==> config.mk <==
export PLATFORM = sky130hd
export DESIGN_NAME = distributed_lock_arbiter_unit
export DESIGN_NICKNAME = d
export VERILOG_FILES = /design/src/dla_pkg.sv /design/src/dla_step.sv /design/src/distributed_lock_arbiter_unit.sv
export SDC_FILE = /design/constraint.sdc
export NUM_CORES = 1
export LEC_CHECK = 0
export BUFFER_PORTS_ARGS = -buffer_cell sky130_fd_sc_hd__buf_2
export CAP_MARGIN = 20
export CORE_UTILIZATION = 59
export CTS_CLUSTER_SIZE = 28
export DETAILED_ROUTE_END_ITERATION = 10
export PLACE_DENSITY = 0.82
export SLEW_MARGIN = 15
export SYNTH_ARGS = -nofsm -noshare
export SYNTH_HDL_FRONTEND = slang
export SYNTH_SLANG_ARGS = --single-unit
==> constraint.sdc <==
create_clock -name clk -period 5.2 [get_ports clk]
set_clock_uncertainty 0.05 [all_clocks]
set_input_delay 1.04 -clock clk [delete_from_list [all_inputs] [get_ports clk]]
set_output_delay 1.04 -clock clk [all_outputs]
set_load 0.1 [all_outputs]
==> src/dla_pkg.sv <==
// Shared types and codes for the distributed lock arbiter.
// No dependencies; every other source file imports this package.
`timescale 1ns / 1ps

package dla_pkg;

  localparam int unsigned ADDR_W  = 32;
  localparam int unsigned PORT_W  = 16;
  localparam int unsigned COUNT_W = 8;
  localparam int unsigned CFG_IDX_W = 2;

  typedef enum logic [2:0] {
    OP_LOCAL_REQ   = 3'd0,
    OP_LOCAL_REL   = 3'd1,
    OP_REMOTE_REQ  = 3'd2,
    OP_REMOTE_REL  = 3'd3,
    OP_GRANT       = 3'd4,
    OP_DENY        = 3'd5
  } op_t;

  typedef enum logic [1:0] {
    PH_AVAILABLE  = 2'd0,
    PH_REQUESTING = 2'd1,
    PH_REMOTE     = 2'd2,
    PH_OURS       = 2'd3
  } phase_t;

  typedef enum logic [2:0] {
    SEND_NONE    = 3'd0,
    SEND_REQUEST = 3'd1,
    SEND_RELEASE = 3'd2,
    SEND_GRANT   = 3'd3,
    SEND_DENY    = 3'd4
  } send_t;

  typedef enum logic [1:0] {
    EV_NONE     = 2'd0,
    EV_GRANTED  = 2'd1,
    EV_DENIED   = 2'd2,
    EV_RELEASED = 2'd3
  } event_t;

  typedef enum logic [CFG_IDX_W-1:0] {
    CFG_MY_ADDRESS = 2'd0,
    CFG_MY_PORT    = 2'd1,
    CFG_PEER_COUNT = 2'd2
  } cfg_idx_t;

  typedef struct packed {
    phase_t              phase;
    logic [ADDR_W-1:0]   holder_address;
    logic [PORT_W-1:0]   holder_port;
    logic [COUNT_W-1:0]  grants_seen;
  } lock_state_t;

  typedef struct packed {
    send_t               send_kind;
    logic [ADDR_W-1:0]   send_address;
    logic [PORT_W-1:0]   send_port;
    event_t              event_res;
    phase_t              lock_state;
    logic                release_mismatch;
  } result_t;

endpackage

==> src/dla_step.sv <==
// Next-state and result logic for one lock protocol message.
// Depends on dla_pkg.
`timescale 1ns / 1ps

module dla_step (
  input  logic [2:0]                   op,
  input  logic [dla_pkg::ADDR_W-1:0]   sender_address,
  input  logic [dla_pkg::PORT_W-1:0]   sender_port,
  input  logic [dla_pkg::ADDR_W-1:0]   my_address,
  input  logic [dla_pkg::PORT_W-1:0]   my_port,
  input  logic [dla_pkg::COUNT_W-1:0]  peers_needed,
  input  dla_pkg::lock_state_t         cur,
  output dla_pkg::lock_state_t         nxt,
  output dla_pkg::result_t             res
);
  import dla_pkg::*;

  logic                for_me;
  logic                lower;
  logic                wins;
  logic [COUNT_W-1:0]  grants_inc;

  assign for_me = (sender_address == my_address) && (sender_port == my_port);
  // address first, then port
  assign lower = (sender_address < cur.holder_address) ||
                 ((sender_address == cur.holder_address) &&
                  (sender_port < cur.holder_port));
  assign wins = (cur.phase == PH_AVAILABLE) ||
                (((cur.phase == PH_REMOTE) || (cur.phase == PH_REQUESTING)) && lower);
  assign grants_inc = (cur.grants_seen != {COUNT_W{1'b1}}) ?
                      cur.grants_seen + COUNT_W'(1) : cur.grants_seen;

  always_comb begin
    nxt = cur;
    res.send_kind        = SEND_NONE;
    res.send_address     = '0;
    res.send_port        = '0;
    res.event_res        = EV_NONE;
    res.release_mismatch = 1'b0;
    unique case (op)
      OP_LOCAL_REQ: begin
        if (cur.phase == PH_AVAILABLE) begin
          if (peers_needed == '0) begin
            nxt.phase     = PH_OURS;
            res.event_res = EV_GRANTED;
          end else begin
            nxt.phase          = PH_REQUESTING;
            nxt.grants_seen    = '0;
            nxt.holder_address = my_address;
            nxt.holder_port    = my_port;
            res.send_kind      = SEND_REQUEST;
            res.send_address   = my_address;
            res.send_port      = my_port;
          end
        end
      end
      OP_LOCAL_REL: begin
        if (cur.phase == PH_OURS) begin
          nxt.phase          = PH_AVAILABLE;
          nxt.holder_address = '0;
          nxt.holder_port    = '0;
          if (peers_needed != '0) begin
            res.send_kind    = SEND_RELEASE;
            res.send_address = my_address;
            res.send_port    = my_port;
          end
          res.event_res = EV_RELEASED;
        end
      end
      OP_REMOTE_REQ: begin
        if (wins) begin
          nxt.holder_address = sender_address;
          nxt.holder_port    = sender_port;
          nxt.phase          = PH_REMOTE;
          res.send_kind      = SEND_GRANT;
        end else begin
          res.send_kind      = SEND_DENY;
        end
        res.send_address = sender_address;
        res.send_port    = sender_port;
      end
      OP_REMOTE_REL: begin
        // no holder while available, so that is a mismatch too
        res.release_mismatch = (cur.phase == PH_AVAILABLE) ||
                               (sender_address != cur.holder_address) ||
                               (sender_port != cur.holder_port);
        nxt.phase          = PH_AVAILABLE;
        nxt.holder_address = '0;
        nxt.holder_port    = '0;
        res.event_res      = EV_RELEASED;
      end
      OP_GRANT: begin
        if (for_me) begin
          nxt.grants_seen = grants_inc;
          if (grants_inc >= peers_needed) begin
            nxt.phase     = PH_OURS;
            res.event_res = EV_GRANTED;
          end
        end
      end
      OP_DENY: begin
        if (for_me) begin
          nxt.grants_seen = '0;
          res.event_res   = EV_DENIED;
        end
      end
      default: begin
      end
    endcase
    res.lock_state = nxt.phase;
  end

endmodule

==> src/distributed_lock_arbiter_unit.sv <==
// An accepted item passes through the input register, then the result register. One item
// per cycle unless stalled; the lock state updates as an item leaves the input register.
// Both stages advance together, so a stalled output only holds the pipe, never drops an item.
// Reset (rst_n low, synchronous): pipe empty, lock available, holder and grant count zero,
// configuration registers zero.
// Depends on dla_pkg and dla_step.
`timescale 1ns / 1ps

module distributed_lock_arbiter_unit #(
  parameter int unsigned MAX_PEERS = 255
) (
  input  logic                          clk,
  input  logic                          rst_n,
  input  logic                          cfg_we,
  input  logic [dla_pkg::CFG_IDX_W-1:0] cfg_index,
  input  logic [dla_pkg::ADDR_W-1:0]    cfg_wdata,
  input  logic                          in_valid,
  output logic                          in_ready,
  input  logic [2:0]                    in_operation,
  input  logic [dla_pkg::ADDR_W-1:0]    in_sender_address,
  input  logic [dla_pkg::PORT_W-1:0]    in_sender_port,
  output logic                          out_valid,
  input  logic                          out_ready,
  output logic [2:0]                    out_send_kind,
  output logic [dla_pkg::ADDR_W-1:0]    out_send_address,
  output logic [dla_pkg::PORT_W-1:0]    out_send_port,
  output logic [1:0]                    out_event_res,
  output logic [1:0]                    out_lock_state,
  output logic                          out_release_mismatch
);
  import dla_pkg::*;

  localparam int unsigned CAP = (MAX_PEERS > 255) ? 255 : MAX_PEERS;
  localparam logic [COUNT_W-1:0] CAP_W = COUNT_W'(CAP);

  logic [ADDR_W-1:0]  my_address_r;
  logic [PORT_W-1:0]  my_port_r;
  logic [COUNT_W-1:0] peer_count_r;
  logic [COUNT_W-1:0] peers_needed;

  logic               in_valid_r;
  logic [2:0]         in_op_r;
  logic [ADDR_W-1:0]  in_addr_r;
  logic [PORT_W-1:0]  in_port_r;

  lock_state_t        state_r;
  lock_state_t        state_nxt;
  result_t            res_nxt;
  result_t            res_r;
  logic               out_valid_r;
  logic               advance;

  assign peers_needed = (peer_count_r > CAP_W) ? CAP_W : peer_count_r;

  assign advance  = in_valid_r && (!out_valid_r || out_ready);
  assign in_ready = !in_valid_r || advance;

  always_ff @(posedge clk) begin
    if (!rst_n) begin
      my_address_r <= '0;
      my_port_r    <= '0;
      peer_count_r <= '0;
    end else if (cfg_we) begin
      unique case (cfg_index)
        CFG_MY_ADDRESS: my_address_r <= cfg_wdata;
        CFG_MY_PORT:    my_port_r    <= cfg_wdata[PORT_W-1:0];
        CFG_PEER_COUNT: peer_count_r <= cfg_wdata[COUNT_W-1:0];
        default: begin
        end
      endcase
    end
  end

  always_ff @(posedge clk) begin
    if (!rst_n) begin
      in_valid_r <= 1'b0;
    end else if (in_ready) begin
      in_valid_r <= in_valid;
    end
  end

  always_ff @(posedge clk) begin
    if (in_ready && in_valid) begin
      in_op_r   <= in_operation;
      in_addr_r <= in_sender_address;
      in_port_r <= in_sender_port;
    end
  end

  dla_step u_step (
    .op             (in_op_r),
    .sender_address (in_addr_r),
    .sender_port    (in_port_r),
    .my_address     (my_address_r),
    .my_port        (my_port_r),
    .peers_needed   (peers_needed),
    .cur            (state_r),
    .nxt            (state_nxt),
    .res            (res_nxt)
  );

  always_ff @(posedge clk) begin
    if (!rst_n) begin
      state_r.phase          <= PH_AVAILABLE;
      state_r.holder_address <= '0;
      state_r.holder_port    <= '0;
      state_r.grants_seen    <= '0;
      out_valid_r            <= 1'b0;
    end else begin
      if (advance) begin
        state_r     <= state_nxt;
        out_valid_r <= 1'b1;
      end else if (out_ready) begin
        out_valid_r <= 1'b0;
      end
    end
  end

  always_ff @(posedge clk) begin
    if (advance) begin
      res_r <= res_nxt;
    end
  end

  assign out_valid            = out_valid_r;
  assign out_send_kind        = res_r.send_kind;
  assign out_send_address     = res_r.send_address;
  assign out_send_port        = res_r.send_port;
  assign out_event_res        = res_r.event_res;
  assign out_lock_state       = res_r.lock_state;
  assign out_release_mismatch = res_r.release_mismatch;

endmodule

* Yosys cells after proc, flatten, opt, wreduce, memory -nomap -nowiden
Cells that the tools add are included.
Storage, ports and cells: bits in registers 223, input bits 90, output and inout bits 58, logic and storage cells 99
Cells by class: add/subtract/negate cells 1, $lt $le $gt $ge 4, eq/ne operators 22, mux-type cells 27, reductions and logical operators 27
Operators with widths (count):
- case mux 48 bit (4 select lines) | 1
- case mux 51 bit (3 select lines) | 1
- 2-to-1 mux 50 bit | 3
- == test 32 bit | 2
- 2-to-1 mux 58 bit | 1
- 2-to-1 mux 56 bit | 1
- 2-to-1 mux 53 bit | 1
- 2-to-1 mux 52 bit | 1
- 2-to-1 mux 49 bit | 1
- < comparator 32 bit | 1
- 2-to-1 mux 8 bit | 4
- inequality test 32 bit | 1
- case mux 8 bit (3 select lines) | 1
- case mux 2 bit (5 select lines) | 2
- == test 16 bit | 1
- < comparator 16 bit | 1
- inequality test 16 bit | 1
- AND reduction 6 bit | 2
- inequality test 2 x 1 -> 1 bit (second input constant) | 5
- adder 8 x 1 -> 8 bit (second input constant) | 1
- greater-or-equal comparator 8 bit | 1
- > comparator 8 bit (second input constant) | 1
- logical NOT 8 bit | 1
- 2-to-1 mux 2 bit | 4
- other kinds (19) | 42

* Longest topological paths before layout
word-level depth 7, depth in mapped cells 15, gate-level depth less buffers 14

* By module
From an unflattened synthesis, not the netlist that was laid out.
Second synthesis, totals: cell total of the unflattened synthesis 1145, area, all modules 11756.3 um^2
By module, submodules not included:
- distributed_lock_arbiter_unit | times used 1, cells an instance 592, area an instance 7692.4 um^2, seq. area each 5535.3 um^2
- dla_step | times used 1, cells an instance 553, area an instance 4063.9 um^2, seq. area each 0.0 um^2

* Worst setup path before layout
Ideal clock, no wire load.
kind input port to flip-flop, start point input port out_ready, end point register in_addr_r[0], enable pin, library setup time 0.414 ns, arrival 3.107 ns, data required time 4.736 ns, path slack 1.629 ns, cell stages on the path 3, path buffers 0, cells stage by stage nor2b_1 -> nand2_1 -> and2_1
Between the ends: word-level cells in the longest chain between the ends 4
RTL lines:
- from (decl) | line distributed_lock_arbiter_unit.sv:23 | input logic out_ready,
- logical OR 1 bit | line distributed_lock_arbiter_unit.sv:55 | assign advance = in_valid_r && (!out_valid_r || out_ready);
- logical AND 1 bit | line distributed_lock_arbiter_unit.sv:55
- logical OR 1 bit | line distributed_lock_arbiter_unit.sv:56 | assign in_ready = !in_valid_r || advance;
- net in_ready | line distributed_lock_arbiter_unit.sv:18 | output logic in_ready,
- logical AND 1 bit | line distributed_lock_arbiter_unit.sv:83 | if (in_ready && in_valid) begin
- to (signal assigned) | line distributed_lock_arbiter_unit.sv:85 | in_addr_r <= in_sender_address;
- to (decl) | line distributed_lock_arbiter_unit.sv:43 | logic [ADDR_W-1:0] in_addr_r;
The timed path passes the listed nets, and every way through them passes these cells. A chain may end at the register's enable or synchronous reset.

* Worst setup path after layout
start point register in_addr_r[29], end point register state_r[23] (netlist bit)
Between the ends: word-level cells in the longest chain between the ends 7, elaborated cells on any way between the ends 8, those cells by class 1 x order compare; 2 x eq/ne; 5 x reduce/logical
RTL lines:
- branches (longest 2 deep; another with < comparator 32 bit)
- logical OR 1 bit (*) | line dla_step.sv:25 | assign lower = (sender_address < cur.holder_address) ||
- logical AND 1 bit (*) | line dla_step.sv:29 | (((cur.phase == PH_REMOTE) || (cur.phase == PH_REQUESTING)) && lower);
- logical OR 1 bit (*) | line dla_step.sv:28 | assign wins = (cur.phase == PH_AVAILABLE) ||
- inequality test 2 x 1 -> 1 bit (no line) (*)
- AND reduction 6 bit (no line) (*)
- to (signal assigned) | line distributed_lock_arbiter_unit.sv:111 | state_r <= state_nxt;
- to (decl) | line distributed_lock_arbiter_unit.sv:46 | lock_state_t state_r;
Mark *: on every way between the ends.

==> results.json <==
{
  "drive_above_1_share_pct": 19.2,
  "synthXorXnorAreaFrac_pct": 4.19,
  "max-cap-violations": 0,
  "tightest_slew_ns": 1.02,
  "hold_path_startpoint": "state_r[45]$_SDFFE_PN0P_",
  "area_delta_synth_final_pct": 15.4,
  "syn_inst": 1042,
  "met2_usage_pct": 50.4,
  "synth_top_area_share_pct": 29.5,
  "critPathCaptureType": "flop",
  "drt_pass1_iterations": 7,
  "clk_latency_ns": 0.52,
  "p_leak_nw": 4.82,
  "cts_root_buffer": "clkbuf_16",
  "grt_max_degree": 64,
  "hold_viol_final": 0,
  "cts_made_buffers": 24,
  "antenna_cells": 0,
  "io_pins": 148,
  "worstSetupStartpointType": "flop",
  "final_max_slew_viol_count": 0,
  "power.density_mw_per_mm2": 335,
  "drt-initial-drc-count": 800,
  "syn_nets": 1194,
  "yosysWarningCount": 0,
  "ys_seq_area_share_pct": 50.9,
  "grtUsageMet3_pct": 7.14,
  "cp_max_fo": 25,
  "place_congestion": 0.900,
  "r2r_slack_ns": 1.35,
  "dp_hpwl_um": 19700,
  "r2r-start": "in_addr_r[29]$_DFFE_PP_",
  "clk_pin_slew_ns": 0.06,
  "rsz0062_at_grt": "no",
  "cp_slowest_cell": "nor4_1",
  "grt_usage_pct": 30.8,
  "cts_max_level": 1,
  "r2r_cells": 10,
  "synth.distinct_cells": 55,
  "die_w_um": 138,
  "cp.arrival_ns": 4.24,
  "period_share_pct": 74.0,
  "setup_viol": 0,
  "holdCritPathClass": "flop to flop",
  "grt-ovfl-total": 0,
  "syn_area_mm2": 0.0109,
  "antenna_found_initial": 1,
  "synth_fa_ha_area_share_pct": 7.13,
  "ys_async_sr_fraction_pct": 0,
  "postCtsHoldBufs": 0,
  "synth_compound_area_share_pct": 18.9,
  "crit_required_ns": 5.59,
  "grtUsageMet1_pct": 38.6,
  "max_stage_delay_ns": 0.55,
  "timing.fmax_ghz": 0.260,
  "critPathLaunch": "in_addr_r[29]$_DFFE_PP_",
  "clock-sinks": 223,
  "synthMuxAreaShare_pct": 1.58,
  "synth_area_leader_cell": "edfxtp_1",
  "rows": 49,
  "grt_pass1_wl_um": 44100,
  "clockBufferDepth": 3,
  "crit_type": "flop to flop",
  "slew_headroom_pct": 32.0,
  "status": "completed",
  "synth_top_family_by_area": "compound AO/OA/AOI/OAI gates",
  "synth-seq-cells": 223,
  "post_cts_buffers": 0,
  "portBuffers": 147,
  "yosys-top-cells-area": "edfxtp_1, dfxtp_1, ha_1, xnor2_1, nand2_1",
  "period_needed_ns": 3.85,
  "die-area_mm2": 0.0190,
  "timing.setup.tns_ns": 0,
  "crit_end": "state_r[23]$_SDFFE_PN0P_",
  "cp_cell_sequence": "ha_1 -> nand4_1 -> nor4_1 -> nand3_1 -> or4_1 -> o221ai_2 -> and2_2 -> buf_4 -> a221oi_1 -> nor2_1",
  "irDropWorstVdd_v": 0.000309,
  "ys.flop_type": "dfxtp_1",
  "vias_per_cell": 6.16,
  "synth-simple-area-share_pct": 12.8,
  "r2r-end": "state_r[23]$_SDFFE_PN0P_",
  "synth-edff-count": 107,
  "fin_nets": 1319,
  "initial_utilization_pct": 60.3,
  "grt_pass1_vias": 8261,
  "post_cts_resized": 0,
  "drc": 0,
  "synth.avg_cell_area_um2": 10.4,
  "vias": 8717,
  "final_area_mm2": 0.0126,
  "drt.antenna.violating_nets": 0,
  "busiest_layer": "met2",
  "die_height_um": 138,
  "core_area_mm2": 0.0180,
  "routed_wl_um": 29000,
  "wl_per_cell_um": 20.5,
  "placed_area_mm2": 0.0118,
  "tritoncts": "done"
}
==> metrics by stage <==
step | std cells | setup WS (ns) | total power, mW | hold slack (ns) | util, %
floorplan | 1042 | 1.63 | 2.44 | 0.413 | -
global placement | 1369 | 1.40 | 2.60 | 0.435 | 65.4
detailed placement | 1370 | 1.44 | 2.61 | 0.442 | 65.5
CTS | 1414 | 1.39 | 4.21 | 0.460 | 69.7
global route | 1414 | 1.12 | 4.32 | 0.491 | 69.7
finish | 1414 | 1.35 | 4.20 | 0.464 | 69.7
==> cells by family after synthesis <==
logic type,Yosys count
compound gates,273
simple gates,293
fa+ha+maj,62
buf+inv,122
xor+xnor,52
mux,17
flops,223
==> sequential cells by signal, summed over array words and instances (netlist names), 3 cells and up <==
signal / count
in_addr_r: 32
in_op_r: 3
in_port_r: 16
my_address_r: 32
my_port_r: 16
out_send_address: 32
out_send_kind: 3
out_send_port: 16
peer_count_r: 8
state_r: 58
==> worst min path at each step <==
stage	cells past startpoint	to	slack [ns]
3_5_place_dp	2	state_r[54]$_SDFFE_PN0P_	0.44
3_3_place_gp	2	state_r[54]$_SDFFE_PN0P_	0.44
5_1_grt	2	state_r[54]$_SDFFE_PN0P_	0.49
2_1_floorplan	2	state_r[54]$_SDFFE_PN0P_	0.41
4_1_cts	2	state_r[54]$_SDFFE_PN0P_	0.46
6_report	2	state_r[45]$_SDFFE_PN0P_	0.46
==> power by group <==
group / internal (mW) / total (mW) / switching, mW
Clock: 0.943 / 1.61 / 0.670
Sequential: 1.93 / 2.00 / 0.0737
Combinational: 0.168 / 0.588 / 0.420
==> layout make-up <==
type                       instances  area, um^2
clock inverter                     5        25.0
sequential                       223        5540
tap                              229         287
clock buffer                      39         719
fill                            1355        5470
timing repair buffer             160         853
inverter                          61         229
multi-input combinational        697        4910
==> metal layers <==
metal	share of wire (%)	up-vias
met4	5.0	2
met2	47	470
met5	0.055	-
li1	-	4034
met3	8.8	102
met1	40	4109
==> Yosys cell counts, drive strengths merged, types with 3 or more instances <==
cell / count
a21boi: 48
a21o: 8
a21oi: 42
a221oi: 48
a22o: 48
and2: 4
buf: 14
clkbuf: 47
dfxtp: 116
edfxtp: 107
ha: 62
inv: 61
mux2i: 16
nand2: 115
nand2b: 7
nand3: 10
nand4: 26
nor2: 69
nor2b: 32
nor3: 5
nor4: 6
o211a: 3
o21ai: 62
or4: 4
xnor2: 51
==> critical path, delay by kind of cell (launching register included) <==
kind	cells	cell delay, ns
and+or+nand+nor	6	1.96
DFF	1	0.49
AOI/OAI and AO/OA	2	0.49
buffers and inverters	1	0.42
adders and majority gates	1	0.36
==> placed cells by master, fill, tap and decap left out, types with 3 or more instances in the layout <==
| cell | netlist | final |
|---|---|---|
| a21boi_0 | 48 | 48 |
| a21o_1 | 8 | 8 |
| a21oi_1 | 42 | 41 |
| a221oi_1 | 28 | 28 |
| a221oi_2 | 20 | 20 |
| a22o_1 | 48 | 48 |
| buf_2 | 8 | 147 |
| buf_4 | 2 | 12 |
| clkbuf_1 | 47 | 11 |
| clkbuf_16 | 0 | 26 |
| dfxtp_1 | 116 | 116 |
| edfxtp_1 | 107 | 107 |
| ha_1 | 62 | 62 |
| inv_1 | 61 | 60 |
| mux2i_1 | 16 | 16 |
| nand2_1 | 115 | 115 |
| nand2b_1 | 7 | 7 |
| nand3_1 | 10 | 10 |
| nand4_1 | 25 | 25 |
| nor2_1 | 69 | 68 |
| nor2b_1 | 32 | 32 |
| nor3_1 | 5 | 5 |
| nor4_1 | 6 | 5 |
| o211a_1 | 3 | 3 |
| o21ai_0 | 61 | 61 |
| or4_1 | 4 | 4 |
| xnor2_1 | 51 | 51 |
Power figures use the tool's default switching activity.
